$ cat src/sv/usage_event_statistics_top_assert.svh
// Assertion macros for the usage event statistics block.
`ifndef USAGE_EVENT_STATISTICS_TOP_ASSERT_SVH
`define USAGE_EVENT_STATISTICS_TOP_ASSERT_SVH

// Same-cycle implication, sampled on clk, off during reset.
`define UES_ASSERT_SAME(lbl, ante, cons, msg) \
	lbl: assert property (@(posedge clk) disable iff (!arst_n) (ante) |-> (cons)) \
		else $error(msg);

// Next-cycle implication, sampled on clk, off during reset.
`define UES_ASSERT_NEXT(lbl, ante, cons, msg) \
	lbl: assert property (@(posedge clk) disable iff (!arst_n) (ante) |=> (cons)) \
		else $error(msg);

`endif

$ cat src/sv/ues_pkg.sv
// Package with constants and types of the usage event statistics block.
`default_nettype none

package ues_pkg;

	// Field and register widths
	localparam int FUNC_W     = 2;
	localparam int SAMPLE_W   = 8;
	localparam int SEL_W      = 3;
	localparam int TOTAL_W    = 32;
	localparam int DAY_W      = 16;
	localparam int SPD_W      = 17;
	localparam int APB_ADDR_W = 5;
	localparam int APB_DATA_W = 32;

	// Default history depth
	localparam int HISTORY_DAYS_DEF = 5;

	// Register reset values
	localparam logic [SAMPLE_W-1:0] MIN_SESSION_RST = 8'd5;
	localparam logic [TOTAL_W-1:0]  TIME_LIMIT_RST  = 32'hFFFF_FFFF;
	localparam logic [TOTAL_W-1:0]  COUNT_LIMIT_RST = 32'hFFFF_FFFF;
	localparam logic [DAY_W-1:0]    DAY_LIMIT_RST   = 16'hFFFF;
	localparam logic [SPD_W-1:0]    SPD_RST         = 17'd86400;

	// Transaction function codes
	typedef enum logic [FUNC_W-1:0] {
		FUNC_SAMPLE = 2'd0,
		FUNC_TICK   = 2'd1,
		FUNC_CLEAR  = 2'd2
	} func_t;

	// Register indexes (word address)
	typedef enum logic [2:0] {
		REG_MIN_SESSION = 3'd0,
		REG_TIME_LIMIT  = 3'd1,
		REG_COUNT_LIMIT = 3'd2,
		REG_DAY_LIMIT   = 3'd3,
		REG_SPD         = 3'd4
	} reg_idx_t;

endpackage

`default_nettype wire

$ cat src/sv/usage_event_statistics_top.sv
// Top level of the usage event statistics block.
// A transaction is held in the input register and then in the result register, which drives the output;
// it waits in the input register only while the result register waits for out_ready.
// Throughput: one transaction per cycle; the input register and the result register
// form a two-stage pipeline that advances whenever the result register is free or taken.
// Reset: arst_n clears all statistics and pipeline valids and loads register defaults;
// the block is ready for a transaction as soon as reset is released.
`default_nettype none

module usage_event_statistics_top
	import ues_pkg::*;
#(
	parameter int HISTORY_DAYS = HISTORY_DAYS_DEF
) (
	input  wire logic                  clk,
	input  wire logic                  arst_n,
	// input channel
	input  wire logic                  in_valid,
	output logic                       in_ready,
	input  wire logic [FUNC_W-1:0]     func,
	input  wire logic [SAMPLE_W-1:0]   session_seconds,
	input  wire logic [SEL_W-1:0]      day_select,
	// output channel
	output logic                       out_valid,
	input  wire logic                  out_ready,
	output logic [TOTAL_W-1:0]         total_count,
	output logic [TOTAL_W-1:0]         total_time,
	output logic [DAY_W-1:0]           today_count,
	output logic [DAY_W-1:0]           selected_day_count,
	// configuration port
	input  wire logic                  psel,
	input  wire logic                  penable,
	input  wire logic                  pwrite,
	input  wire logic [APB_ADDR_W-1:0] paddr,
	input  wire logic [APB_DATA_W-1:0] pwdata,
	output logic [APB_DATA_W-1:0]      prdata,
	output logic                       pready
);

	// Configuration registers
	logic [SAMPLE_W-1:0] min_session_q;
	logic [TOTAL_W-1:0]  time_limit_q;
	logic [TOTAL_W-1:0]  count_limit_q;
	logic [DAY_W-1:0]    day_limit_q;
	logic [SPD_W-1:0]    spd_q;

	// Statistics state
	logic                session_active_q;
	logic [SAMPLE_W-1:0] last_sample_q;
	logic [TOTAL_W-1:0]  time_total_q;
	logic [TOTAL_W-1:0]  count_total_q;
	logic [DAY_W-1:0]    hist_q [HISTORY_DAYS];
	logic [SPD_W-1:0]    sec_cnt_q;

	// Next state
	logic                session_active_d;
	logic [SAMPLE_W-1:0] last_sample_d;
	logic [TOTAL_W-1:0]  time_total_d;
	logic [TOTAL_W-1:0]  count_total_d;
	logic [DAY_W-1:0]    hist_d [HISTORY_DAYS];
	logic [SPD_W-1:0]    sec_cnt_d;
	logic [DAY_W-1:0]    picked;

	// Stage 1: input register
	logic                valid_s1;
	logic [FUNC_W-1:0]   func_s1;
	logic [SAMPLE_W-1:0] sample_s1;
	logic [SEL_W-1:0]    sel_s1;

	// Stage 2: result register
	logic                valid_s2;
	logic [TOTAL_W-1:0]  count_s2;
	logic [TOTAL_W-1:0]  time_s2;
	logic [DAY_W-1:0]    today_s2;
	logic [DAY_W-1:0]    picked_s2;

	logic                adv;
	logic                step;
	logic                cfg_wr;
	reg_idx_t            cfg_idx;

	// Scratch values for the sample path
	logic [SAMPLE_W-1:0] diff;
	logic [TOTAL_W:0]    sum;
	logic [SPD_W-1:0]    sec_inc;

	// Handshake
	assign adv      = !valid_s2 || out_ready;
	assign step     = valid_s1 && adv;
	assign in_ready = !valid_s1 || adv;

	// Configuration port
	assign pready  = 1'b1;
	assign cfg_idx = reg_idx_t'(paddr[APB_ADDR_W-1:2]);
	assign cfg_wr  = psel && penable && pwrite && pready;

	always_comb begin
		unique case (cfg_idx)
			REG_MIN_SESSION: prdata = {{(APB_DATA_W-SAMPLE_W){1'b0}}, min_session_q};
			REG_TIME_LIMIT:  prdata = time_limit_q;
			REG_COUNT_LIMIT: prdata = count_limit_q;
			REG_DAY_LIMIT:   prdata = {{(APB_DATA_W-DAY_W){1'b0}}, day_limit_q};
			REG_SPD:         prdata = {{(APB_DATA_W-SPD_W){1'b0}}, spd_q};
			default:         prdata = '0;
		endcase
	end

	always_ff @(posedge clk or negedge arst_n) begin
		if (!arst_n) begin
			min_session_q <= MIN_SESSION_RST;
			time_limit_q  <= TIME_LIMIT_RST;
			count_limit_q <= COUNT_LIMIT_RST;
			day_limit_q   <= DAY_LIMIT_RST;
			spd_q         <= SPD_RST;
		end else if (cfg_wr) begin
			unique case (cfg_idx)
				REG_MIN_SESSION: min_session_q <= pwdata[SAMPLE_W-1:0];
				REG_TIME_LIMIT:  time_limit_q  <= pwdata[TOTAL_W-1:0];
				REG_COUNT_LIMIT: count_limit_q <= pwdata[TOTAL_W-1:0];
				REG_DAY_LIMIT:   day_limit_q   <= pwdata[DAY_W-1:0];
				REG_SPD:         spd_q         <= pwdata[SPD_W-1:0];
				default: ;
			endcase
		end
	end

	// Input register
	always_ff @(posedge clk or negedge arst_n) begin
		if (!arst_n) begin
			valid_s1 <= 1'b0;
		end else if (in_ready) begin
			valid_s1 <= in_valid;
		end
	end

	always_ff @(posedge clk) begin
		if (in_ready && in_valid) begin
			func_s1   <= func;
			sample_s1 <= session_seconds;
			sel_s1    <= day_select;
		end
	end

	// Next-state logic for one transaction
	always_comb begin
		session_active_d = session_active_q;
		last_sample_d    = last_sample_q;
		time_total_d     = time_total_q;
		count_total_d    = count_total_q;
		sec_cnt_d        = sec_cnt_q;
		for (int k = 0; k < HISTORY_DAYS; k++) begin
			hist_d[k] = hist_q[k];
		end
		diff    = sample_s1 - last_sample_q;
		sum     = {1'b0, time_total_q} + {{(TOTAL_W+1-SAMPLE_W){1'b0}}, diff};
		sec_inc = sec_cnt_q + 1'b1;

		unique case (func_t'(func_s1))
			FUNC_SAMPLE: begin
				if (sample_s1 < min_session_q) begin
					// below minimum: re-arm detector
					session_active_d = 1'b0;
					last_sample_d    = '0;
				end else begin
					if (diff != '0) begin
						time_total_d  = (sum > {1'b0, time_limit_q}) ?
							time_limit_q : sum[TOTAL_W-1:0];
						last_sample_d = sample_s1;
					end
					// first qualifying sample of a session
					if (!session_active_q) begin
						session_active_d = 1'b1;
						if (count_total_q < count_limit_q) begin
							count_total_d = count_total_q + 1'b1;
						end
						if (hist_q[0] < day_limit_q) begin
							hist_d[0] = hist_q[0] + 1'b1;
						end
					end
				end
			end
			FUNC_TICK: begin
				if (sec_inc >= spd_q) begin
					// day complete: shift history
					sec_cnt_d = '0;
					for (int k = HISTORY_DAYS - 1; k > 0; k--) begin
						hist_d[k] = hist_q[k-1];
					end
					hist_d[0] = '0;
				end else begin
					sec_cnt_d = sec_inc;
				end
			end
			FUNC_CLEAR: begin
				time_total_d  = '0;
				count_total_d = '0;
				sec_cnt_d     = '0;
				for (int k = 0; k < HISTORY_DAYS; k++) begin
					hist_d[k] = '0;
				end
			end
			default: ;
		endcase

		// History day pick, zero when out of range
		picked = '0;
		for (int k = 0; k < HISTORY_DAYS; k++) begin
			if ({2'b00, sel_s1} == 5'(k + 1)) begin
				picked = hist_d[k];
			end
		end
	end

	// State update
	always_ff @(posedge clk or negedge arst_n) begin
		if (!arst_n) begin
			session_active_q <= 1'b0;
			last_sample_q    <= '0;
			time_total_q     <= '0;
			count_total_q    <= '0;
			sec_cnt_q        <= '0;
			for (int k = 0; k < HISTORY_DAYS; k++) begin
				hist_q[k] <= '0;
			end
		end else if (step) begin
			session_active_q <= session_active_d;
			last_sample_q    <= last_sample_d;
			time_total_q     <= time_total_d;
			count_total_q    <= count_total_d;
			sec_cnt_q        <= sec_cnt_d;
			for (int k = 0; k < HISTORY_DAYS; k++) begin
				hist_q[k] <= hist_d[k];
			end
		end
	end

	// Result register
	always_ff @(posedge clk or negedge arst_n) begin
		if (!arst_n) begin
			valid_s2 <= 1'b0;
		end else if (adv) begin
			valid_s2 <= valid_s1;
		end
	end

	always_ff @(posedge clk) begin
		if (step) begin
			count_s2  <= count_total_d;
			time_s2   <= time_total_d;
			today_s2  <= hist_d[0];
			picked_s2 <= picked;
		end
	end

	assign out_valid          = valid_s2;
	assign total_count        = count_s2;
	assign total_time         = time_s2;
	assign today_count        = today_s2;
	assign selected_day_count = picked_s2;

	// Checks
	`include "usage_event_statistics_top_assert.svh"

	`UES_ASSERT_NEXT(a_step_gives_result, step, out_valid,
		"stage 1 advanced without a result")
	`UES_ASSERT_SAME(a_stall_blocks_input, out_valid && !out_ready && valid_s1, !in_ready,
		"input taken while both stages are full")
	`UES_ASSERT_NEXT(a_clear_zeroes, step && func_s1 == FUNC_CLEAR,
		count_total_q == '0 && time_total_q == '0 && hist_q[0] == '0 && sec_cnt_q == '0,
		"clear left statistics nonzero")
	`UES_ASSERT_NEXT(a_day_counter_range, step && func_s1 == FUNC_TICK && !cfg_wr,
		sec_cnt_q == '0 || sec_cnt_q < spd_q,
		"second counter not below day length after a tick")

endmodule

`default_nettype wire

$ cat config.mk
export PLATFORM = sky130hd
export DESIGN_NAME = usage_event_statistics_top
export DESIGN_NICKNAME = d
export VERILOG_FILES = /design/src/sv/ues_pkg.sv /design/src/sv/usage_event_statistics_top.sv
export VERILOG_INCLUDE_DIRS = /design/src /design/src/sv
export SDC_FILE = /design/constraint.sdc
export NUM_CORES = 1
export LEC_CHECK = 0
export CAP_MARGIN = 0
export CORE_MARGIN = 2
export CORE_UTILIZATION = 23
export DETAILED_ROUTE_END_ITERATION = 7
export DONT_BUFFER_PORTS = 1
export SLEW_MARGIN = 30
export SYNTH_ARGS = -nofsm -noshare
export SYNTH_HDL_FRONTEND = slang
export SYNTH_SLANG_ARGS = --single-unit
export TNS_END_PERCENT = 5
$ cat constraint.sdc
create_clock -name clk -period 6.6 [get_ports clk]
set_clock_uncertainty 0.1 [all_clocks]
set_input_delay 0.66 -clock clk [delete_from_list [all_inputs] [get_ports clk]]
set_output_delay 0.66 -clock clk [all_outputs]
set_load 0.01 [all_outputs]
After elaboration in Yosys (flattened, before gate mapping)

Index checks and enable logic that the tools add are counted.

Bits in registers: 386
Input bits: 57
Output and inout bits: 131
Word-level logic and storage cells: 91

Add/sub/neg operators: 5
Order comparisons: 5
Equal/unequal tests: 11
Multiplexer cells: 25
Reductions and logical operators: 21

Operator list:

| cell                    | number |
|---|---|
| $mux W32                | 6 |
| $pmux W32 S5            | 1 |
| $mux W16                | 8 |
| $pmux W32 S2            | 2 |
| $pmux W64 S2            | 1 |
| $mux W80                | 1 |
| $pmux W16 S3            | 1 |
| $pmux W17 S2            | 1 |
| $add A32 B8 Y33         | 1 |
| $gt A33 B32 Y1          | 1 |
| $add A32 B1 Y32 const B | 1 |
| $lt A32 B32 Y1          | 1 |
| $add A17 B1 Y17 const B | 1 |
| $ge A17 B17 Y1          | 1 |
| $mux W17                | 1 |
| $add A16 B1 Y16 const B | 1 |
| $lt A16 B16 Y1          | 1 |
| $mux W8                 | 2 |
| $reduce_and A2 Y1       | 7 |
| $eq A3 B2 Y1 const B    | 4 |
| $eq A3 B3 Y1 const B    | 3 |
| $lt A8 B8 Y1            | 1 |
| $reduce_bool A8 Y1      | 1 |
| $sub A8 B8 Y8           | 1 |
| 11 further kinds        | 18 |

Longest topological paths before layout

Gate-level depths: netlist of the first run.

Word-level depth: 10
Depth in mapped cells: 26
Mapped depth without buffers: 23

Least setup slack after synthesis of the first run

Ideal clock, no wire load.

Path type: register to register
Start point: register last_sample_q[1]
End point: register time_s2[14] (netlist: total_time[14]), data pin
Setup time: 275 ps
Arrival time: 5368 ps
Required time: 6225 ps
Slack: 857 ps
Stages on the path, launching flop included: 26
Path buffers: 3
Clock period less this slack: 5743 ps
Path through: dfrtp_1 inv_1 ha_1 nor2b_1 o2111a_1 or4_1 and2_1 ha_1 o21a_1 o21a_1 o41a_1 o21bai_1 clkbuf_1 nor2_1 xor2_1 ha_1 and3_1 nand4_1 nor3_1 a2111oi_0 a31oi_1 or2_2 clkbuf_1 clkbuf_1 o21ai_0 o221ai_1

Word-level cells in the longest chain between the ends: 7
Elaborated cells on any way between the ends: 8
Those cells by class: 2 x add/sub; 1 x order compare; 4 x mux; 1 x reduce/logical

RTL lines:

| what                   | RTL line                          | text |
|---|---|---|
| start, declared        | usage_event_statistics_top.sv:49  | `logic [SAMPLE_W-1:0] last_sample_q;` |
| start signal, assigned | usage_event_statistics_top.sv:227 | `last_sample_q <= last_sample_d;` |
| $sub A8 B8 Y8 (*)      | usage_event_statistics_top.sv:154 | `diff = sample_s1 - last_sample_q;` |
| $add A32 B8 Y33        | usage_event_statistics_top.sv:155 | `sum = {1'b0, time_total_q} + {{(TOTAL_W+1-SAMPLE_W){1'b0}}, diff};` |
| $gt A33 B32 Y1         | usage_event_statistics_top.sv:166 | `time_total_d = (sum > {1'b0, time_limit_q}) ?` |
| $mux W32               | usage_event_statistics_top.sv:166 |  |
| $mux W32 (*)           | usage_event_statistics_top.sv:165 | `if (diff != '0) begin` |
| $mux W32 (*)           | usage_event_statistics_top.sv:160 | `if (sample_s1 < min_session_q) begin` |
| $pmux W32 S2 (*)       | usage_event_statistics_top.sv:158 | `unique case (func_t'(func_s1))` |
| net time_total_d[14]   | usage_event_statistics_top.sv:58  | `logic [TOTAL_W-1:0] time_total_d;` |
| end signal, assigned   | usage_event_statistics_top.sv:249 | `time_s2 <= time_total_d;` |
| end, declared          | usage_event_statistics_top.sv:73  | `logic [TOTAL_W-1:0] time_s2;` |

The timed path passes the listed nets; every way through them passes the cells marked *.
A chain may end at the register's enable or synchronous reset.

Worst setup path after layout of the first run

Start point: register sample_s1[0]
End point: register time_s2[7] (netlist: total_time[7]), data pin

Word-level cells in the longest chain between the ends: 7
Elaborated cells on any way between the ends: 9
Those cells by class: 2 x add/sub; 2 x order compare; 4 x mux; 1 x reduce/logical

RTL lines:

| what                   | RTL line                          | text |
|---|---|---|
| start, declared        | usage_event_statistics_top.sv:67  | `logic [SAMPLE_W-1:0] sample_s1;` |
| start signal, assigned | usage_event_statistics_top.sv:139 | `sample_s1 <= session_seconds;` |
| $sub A8 B8 Y8          | usage_event_statistics_top.sv:154 |  |
| $add A32 B8 Y33        | usage_event_statistics_top.sv:155 |  |
| $gt A33 B32 Y1         | usage_event_statistics_top.sv:166 |  |
| $mux W32               | usage_event_statistics_top.sv:166 |  |
| $mux W32               | usage_event_statistics_top.sv:165 |  |
| $mux W32 (*)           | usage_event_statistics_top.sv:160 |  |
| $pmux W32 S2 (*)       | usage_event_statistics_top.sv:158 |  |
| net time_total_d[7]    | usage_event_statistics_top.sv:58  |  |

Marks and branches as above.

==> impl_metrics.py, run 1 <==
metrics = {
    "route": {
        "dr_total_vias": 19620,
        "dr.pass1.iters": 8,
        "drt_iter0_drc": 1650,
        "drcViolationCount": 0,
        "wirelength_um": 79970,
        "ant_nets": 0,
        "viasPerCell": 5.101,
        "avgRoutedWirePerCell_um": 20.79,
    },
    "floorplan": {
        "row_count": 116,
        "die_y_um": 322.5,
        "core_region_area_um2": 100300,
        "start_util": 0.2327,
        "die_w_um": 322.5,
        "dieArea_um2": 104000,
        "io_pins": 188,
    },
    "logic_synthesis": {
        "ys_warn_count": 0,
        "synth.largest_area_cell": "dfrtp_1",
        "synth-main-ff-cell": "dfrtp_1",
        "synth_edf_count": 109,
        "synthCells": 2532,
        "ys_top_cells_by_count": "nand2_1, o21ai_0, dfrtp_1",
        "synth_nets": 2717,
        "synth_most_common_cell": "nand2_1",
        "synth_area_leaders": "dfrtp_1, edfxtp_1, dfstp_2",
        "yosys.area.top_type_share": 0.2037,
        "synth_seq_area_share": 0.4419,
        "netlist_area_um2": 23340,
        "synth_cell_type_count": 87,
        "ys_ff_latch": 386,
        "synth.avg_cell_area_um2": 9.217,
        "async_reset_ff_frac": 0.7176,
    },
    "setup_path": {
        "cp_max_fo": 12,
        "critPathBufInv": 4,
        "start_kind": "flop",
        "worst_path_largest_cell_delay_ns": 0.55,
        "critPathArrivalTime_ns": 6.38,
        "cp.required_ns": 6.82,
        "path_class": "flop to flop",
        "path_delay_family": "compound AO/OA/AOI/OAI gates",
        "crit_path_top_delay_cell": "a2111oi_0",
        "setup.worst_path.end_class": "flop",
        "worstPathCellList": "inv_1 > ha_1 > fa_1 > nand2b_1 > a2111o_1 > o311ai_0 > buf_4 > ha_1 > a21oi_1 > o211ai_1 > a31oi_1 > buf_4 > nand2b_1 > nor2_1 > nand2b_1 > ha_1 > nand4_1 > nor3_1 > a2111oi_0 > a31oi_2 > nor2_2 > buf_4 > mux2i_1 > o21ai_0",
    },
    "global_route": {
        "grt_pass1_vias": 18110,
        "gr-total-overflow": 0,
        "antenna_found_initial": 10,
        "grt_first_pass_wirelength_um": 120000,
        "grtUsageTotal": 0.1500,
        "grt_start_max_net_pins": 199,
    },
    "outcome": {
        "status": "completed",
    },
    "clocking": {
        "ctsLongestPathBuffers": 3,
        "cts_num_sinks": 386,
        "worstSkewPairLatency_ns": 0.59,
        "clkTransAtPathRegs_ns": 0.06,
        "htreeDepth": 2,
        "postCtsSetupBuffers": 0,
        "cts_buffers": 44,
        "clockRootBuffer": "clkbuf_16",
        "cts_tree": "done",
    },
    "final_layout": {
        "syn2layout_area_growth_pct": 13.48,
        "drive_gt1_frac": 0.1149,
        "multiInputGateArea_um2": 11910,
        "fillers": 10610,
        "nets": 2638,
        "ff_latch_area_um2": 10310,
    },
    "timing": {
        "rsz0062_at_grt": "no",
        "fin_crit_sh": 0.9325,
        "layout_min_cycle_time_ns": 6.155,
        "hold_viol": 0,
        "finalSetupViolations": 0,
        "maxSlewViolCount": 0,
        "fin_hold_ws_ns": 0.06802,
        "max_slew_margin": 0.2924,
        "fin_tns_setup_ns": 0,
        "tightest_slew_ns": 1.059,
        "max_freq_ghz": 0.1625,
    },
    "pwr": {
        "ir_drop_mv": 0.1722,
        "power_density_nw_per_um2": 292.0,
        "leakagePower_uw": 0.01058,
        "p_total_uw": 7734,
    },
    "run": {
        "drv_cap": 0,
    },
    "placed_design": {
        "dp_hpwl_um": 56340,
        "place_congestion": 0.8674,
        "portBuffers": 0,
    },
    "min_path": {
        "hold_class": "input pin to flop",
    },
}
-- kinds of logic (layout without fill, tap and decap cells) --
logic type      after synthesis  after routing  share of synthesized area
compound gates              804            804                     0.2270
xor+xnor                     49             49                    0.01839
fa+ha+maj                   128            128                    0.06927
buf+inv                     311            268                    0.05206
flops                       386            386                     0.4419
mux                          80             80                    0.03581
other cells                   1              2                  0.0001607
simple gates                773            773                     0.1554
-- metrics by stage --
| step | area [um2] | worst slack (ns) | utilization | std cells |
|---|---|---|---|---|
| after floorplan | 23340 | 0.8572 | - | 2532 |
| after global placement | 24720 | 0.2945 | 0.2465 | 3760 |
| after detailed placement | 24750 | 0.2470 | 0.2467 | 3760 |
| after CTS | 26430 | 0.2113 | 0.2635 | 3844 |
| after global routing | 26480 | 0.1257 | 0.2640 | 3846 |
| final | 26480 | 0.4455 | 0.2641 | 3847 |
-- layout make-up --
cell class / instances / share of cell area
clock inverter: 33 / 0.01644
timing repair buffer: 45 / 0.01512
antenna: 1 / 0.00009449
multi-input combinational: 1835 / 0.4496
sequential: 386 / 0.3894
clock buffer: 49 / 0.04507
tap: 1357 / 0.06411
inverter: 141 / 0.02017
-- power breakdown --
part | total, uW | internal, uW | leakage [uW] | switching (uW)
Sequential | 3150 | 2860 | 0.00453 | 291
Clock | 2800 | 1700 | 0.000795 | 1100
Combinational | 1790 | 635 | 0.00526 | 1160
-- final timing paths --
kind                             startpoint                to  slack, ns  depth (start not counted)
max in group asynchronous            arst_n  count_total_q[3]       4.85                          3
max                            sample_s1[0]     total_time[7]       0.45                         24
max reg2reg                    sample_s1[0]     total_time[7]       0.45                         24
min reg2reg                last_sample_q[0]  last_sample_q[0]       0.41                          2
min in group asynchronous            arst_n    day_limit_q[2]       0.18                          1
min                           day_select[0]         sel_s1[0]       0.07                          0
-- cell usage in the layout (no fill, tap or decap), drive strengths merged, types with 22 or more instances in the layout --
cell,n
a31oi,27
a221oi,25
nor2,94
nor3,38
nand2,360
and3,25
xnor2,32
inv,139
dfrtp,190
mux2,28
nand3,89
nand2b,24
clkbuf,49
a22oi,77
buf,44
a22o,33
edfxtp,109
nand4,33
dfstp,87
a211o,22
ha,126
a21oi,87
o21ai,325
mux2i,52
-- state kept, by name, summed over array words and instances, names as in the netlist, 17 cells and up --
register and flops:
count_limit_q 32, count_total_q 32, hist_q 80, sec_cnt_q 17, spd_q 17, time_limit_q 32, time_total_q 32, total_count 32
total_time 32
-- metal layers --
| metal | share of wire | vias to the layer above | GRT usage |
|---|---|---|---|
| li1 | - | 9179 | - |
| met1 | 0.43 | 9602 | 0.1995 |
| met2 | 0.44 | 725 | 0.2279 |
| met3 | 0.11 | 109 | 0.05632 |
| met4 | 0.023 | 8 | 0.03821 |
| met5 | 0.00070 | - | 0 |
-- what timing repair did --
item	in CTS	in global routing
hold endpoints to repair	198	53
hold buffers	2	1
gates resized for setup	0	3
endpoints found under the setup margin	0	42
No activity file was read; power rests on OpenSTA's default activity.
==> inputs of run 2 (changes only) <==
--- a/config.mk
+++ b/config.mk
@@ -9,8 +9,10 @@
 export CAP_MARGIN = 0
 export CORE_MARGIN = 2
 export CORE_UTILIZATION = 23
+export CTS_BUF_LIST = sky130_fd_sc_hd__clkbuf_8
 export DETAILED_ROUTE_END_ITERATION = 7
 export DONT_BUFFER_PORTS = 1
+export GPL_TIMING_DRIVEN = 0
 export SLEW_MARGIN = 30
 export SYNTH_ARGS = -nofsm -noshare
 export SYNTH_HDL_FRONTEND = slang
==> run 2 against run 1 <==
The run now ends with negative hold slack left. Combinational power up 8%. Critical path depth rose by 1. Total power decreased by 0.99%. Clock power down 7.9%. Sequential power hardly changed. Wire length rose by 12%. Clock-buffer cell count rose by 30. First-iteration DRC count increased by 39%. Non-clock buffer count rose by 177. Largest power group unchanged. Final area up 3.4%. Worst setup slack got worse by 0.19 ns.
==> impl_metrics.py, run 2 (same netlist as run 1, synthesis figures left out) <==
metrics = {
    "final_layout": {
        "largest_reg_flops": 80,
        "stdcell_count": 4077,
        "final_cell_mix": "nand2_1, o21ai_0, dfrtp_1, inv_1",
        "drive_gt1_frac": 0.1176,
        "layout_commonest_cell": "nand2_1",
        "syn2layout_area_growth_pct": 17.31,
        "utilization": 0.2730,
        "nets": 2841,
        "fillers": 10650,
        "regMostFlops": "hist_q",
    },
    "clocking": {
        "ctsLongestPathBuffers": 3,
        "cts_num_sinks": 386,
        "clockRootBuffer": "clkbuf_8",
        "cts_buffers": 70,
        "cts_tree": "done",
        "clkTransAtPathRegs_ns": 0.07,
        "htreeDepth": 3,
        "worstSkewPairLatency_ns": 0.68,
    },
    "timing": {
        "fin_hold_ws_ns": -0.02947,
        "max_slew_margin": 0.1756,
        "tightest_slew_ns": 1.237,
        "layout_min_cycle_time_ns": 6.348,
        "max_freq_ghz": 0.1575,
        "fin_tns_setup_ns": 0,
        "fin_crit_sh": 0.9618,
        "finalSetupViolations": 0,
        "hold_viol": 12,
        "rsz0062_at_grt": "yes",
        "maxSlewViolCount": 0,
    },
    "floorplan": {
        "dieArea_um2": 104000,
        "core_region_area_um2": 100300,
        "start_util": 0.2327,
        "die_w_um": 322.5,
        "row_count": 116,
        "io_pins": 188,
        "die_y_um": 322.5,
    },
    "placed_design": {
        "place_congestion": 0.9443,
        "dp_hpwl_um": 66050,
        "portBuffers": 0,
        "dp_cells": 3892,
    },
    "global_route": {
        "grt_first_pass_wirelength_um": 131500,
        "grt_start_max_net_pins": 278,
        "grtUsageTotal": 0.1670,
        "grt_pass1_vias": 20000,
        "gr-total-overflow": 0,
        "antenna_found_initial": 13,
    },
    "setup_path": {
        "r2r-start": "sample_s1[0]",
        "reg2regPathDepth": 25,
        "critPathBufInv": 4,
        "crit_start": "sample_s1[0]",
        "critPathArrivalTime_ns": 6.60,
        "r2r-end": "total_time[14]",
        "path_class": "flop to flop",
        "path_delay_family": "compound AO/OA/AOI/OAI gates",
        "reg2reg_slack_ns": 0.25,
        "cp.required_ns": 6.85,
        "cp_max_fo": 10,
        "path_common_cell": "ha_1",
        "setup.worst_path.end_class": "flop",
        "worst_path_largest_cell_delay_ns": 0.42,
        "crit_path_top_delay_cell": "fa_1",
        "start_kind": "flop",
    },
    "route": {
        "dr_total_vias": 21040,
        "drcViolationCount": 0,
        "wirelength_um": 89310,
        "ant_nets": 0,
        "avgRoutedWirePerCell_um": 21.91,
        "viasPerCell": 5.160,
        "dr.pass1.iters": 8,
        "drt_iter0_drc": 2296,
    },
    "outcome": {
        "status": "finished, violations left",
        "violations": "negative hold slack",
    },
    "run": {
        "drv_cap": 0,
    },
    "pwr": {
        "ir_drop_mv": 0.1459,
        "power_density_nw_per_um2": 279.7,
        "leakagePower_uw": 0.01100,
        "p_total_uw": 7658,
    },
    "min_path": {
        "hold_class": "input pin to asynchronous set/reset pin",
    },
}
run 2: where the power goes:
part | internal (uW) | total (uW) | switching [uW]
Combinational | 670 | 1940 | 1270
Sequential | 2860 | 3140 | 282
Clock | 1430 | 2580 | 1150
Total | 4960 | 7660 | 2700
run 2: repair_timing:
action	CTS	global route
gates resized for setup	20	23
hold endpoints to repair	394	204
pin swaps	0	4
cloned	0	0
setup endpoints to repair	64	57
hold buffers	47	2
buffers inserted	0	1
run 2: cell type report:
cell class	instances	area, um2	area share
sequential	386	10310	0.3767
antenna	7	17.52	0.0006399
buffer	169	698.2	0.02550
clock inverter	50	460.4	0.01682
tap	1357	1698	0.06202
inverter	141	529.3	0.01933
multi-input combinational	1835	11970	0.4373
timing repair buffer	53	599.3	0.02189
clock buffer	79	1087	0.03972
run 2: metrics by stage:
stage,hold WS [ns],setup slack (ns),area (um2)
after floorplan,0.2644,0.8572,23340
after global placement,0.3125,-1.145,25040
after detailed placement,0.3134,-1.227,25120
after CTS,-0.4160,-0.03528,27200
after global routing,0.02559,-0.04222,27370
final,-0.02947,0.2521,27380
run 2: metal layers:
| metal | up-vias | share of wire | GRT usage |
|---|---|---|---|
| met2 | 896 | 0.44 | 0.2558 |
| met5 | - | 0.00093 | 0 |
| met1 | 10340 | 0.42 | 0.2175 |
| met4 | 12 | 0.033 | 0.05992 |
| li1 | 9605 | - | - |
| met3 | 180 | 0.11 | 0.05695 |
run 2: worst max-delay path by stage:
stage	end	slack, ns	cells past startpoint
2_1_floorplan	total_time[14]	0.86	25
3_3_place_gp	total_time[23]	-1.15	26
3_5_place_dp	total_time[23]	-1.23	26
4_1_cts	total_time[21]	-0.04	25
5_1_grt	total_time[12]	-0.04	24
6_report	total_time[14]	0.25	25
run 2: worst reg2reg max path: stages (launching register included):
cell       delay, ns
edfxtp_1        0.40
inv_1           0.08
ha_1            0.21
fa_1            0.42
nand2b_1        0.20
a2111o_1        0.36
o311ai_1        0.20
ha_1            0.38
o21a_1          0.12
o21a_1          0.16
o41a_1          0.15
o21bai_4        0.22
clkbuf_4        0.27
nor2_1          0.12
xor2_1          0.17
ha_1            0.31
and4_1          0.22
nand4_1         0.09
buf_4           0.15
nor3_4          0.07
a2111oi_4       0.39
a31oi_4         0.21
or2_2           0.41
clkbuf_2        0.22
o21ai_1         0.26
o221ai_1        0.17
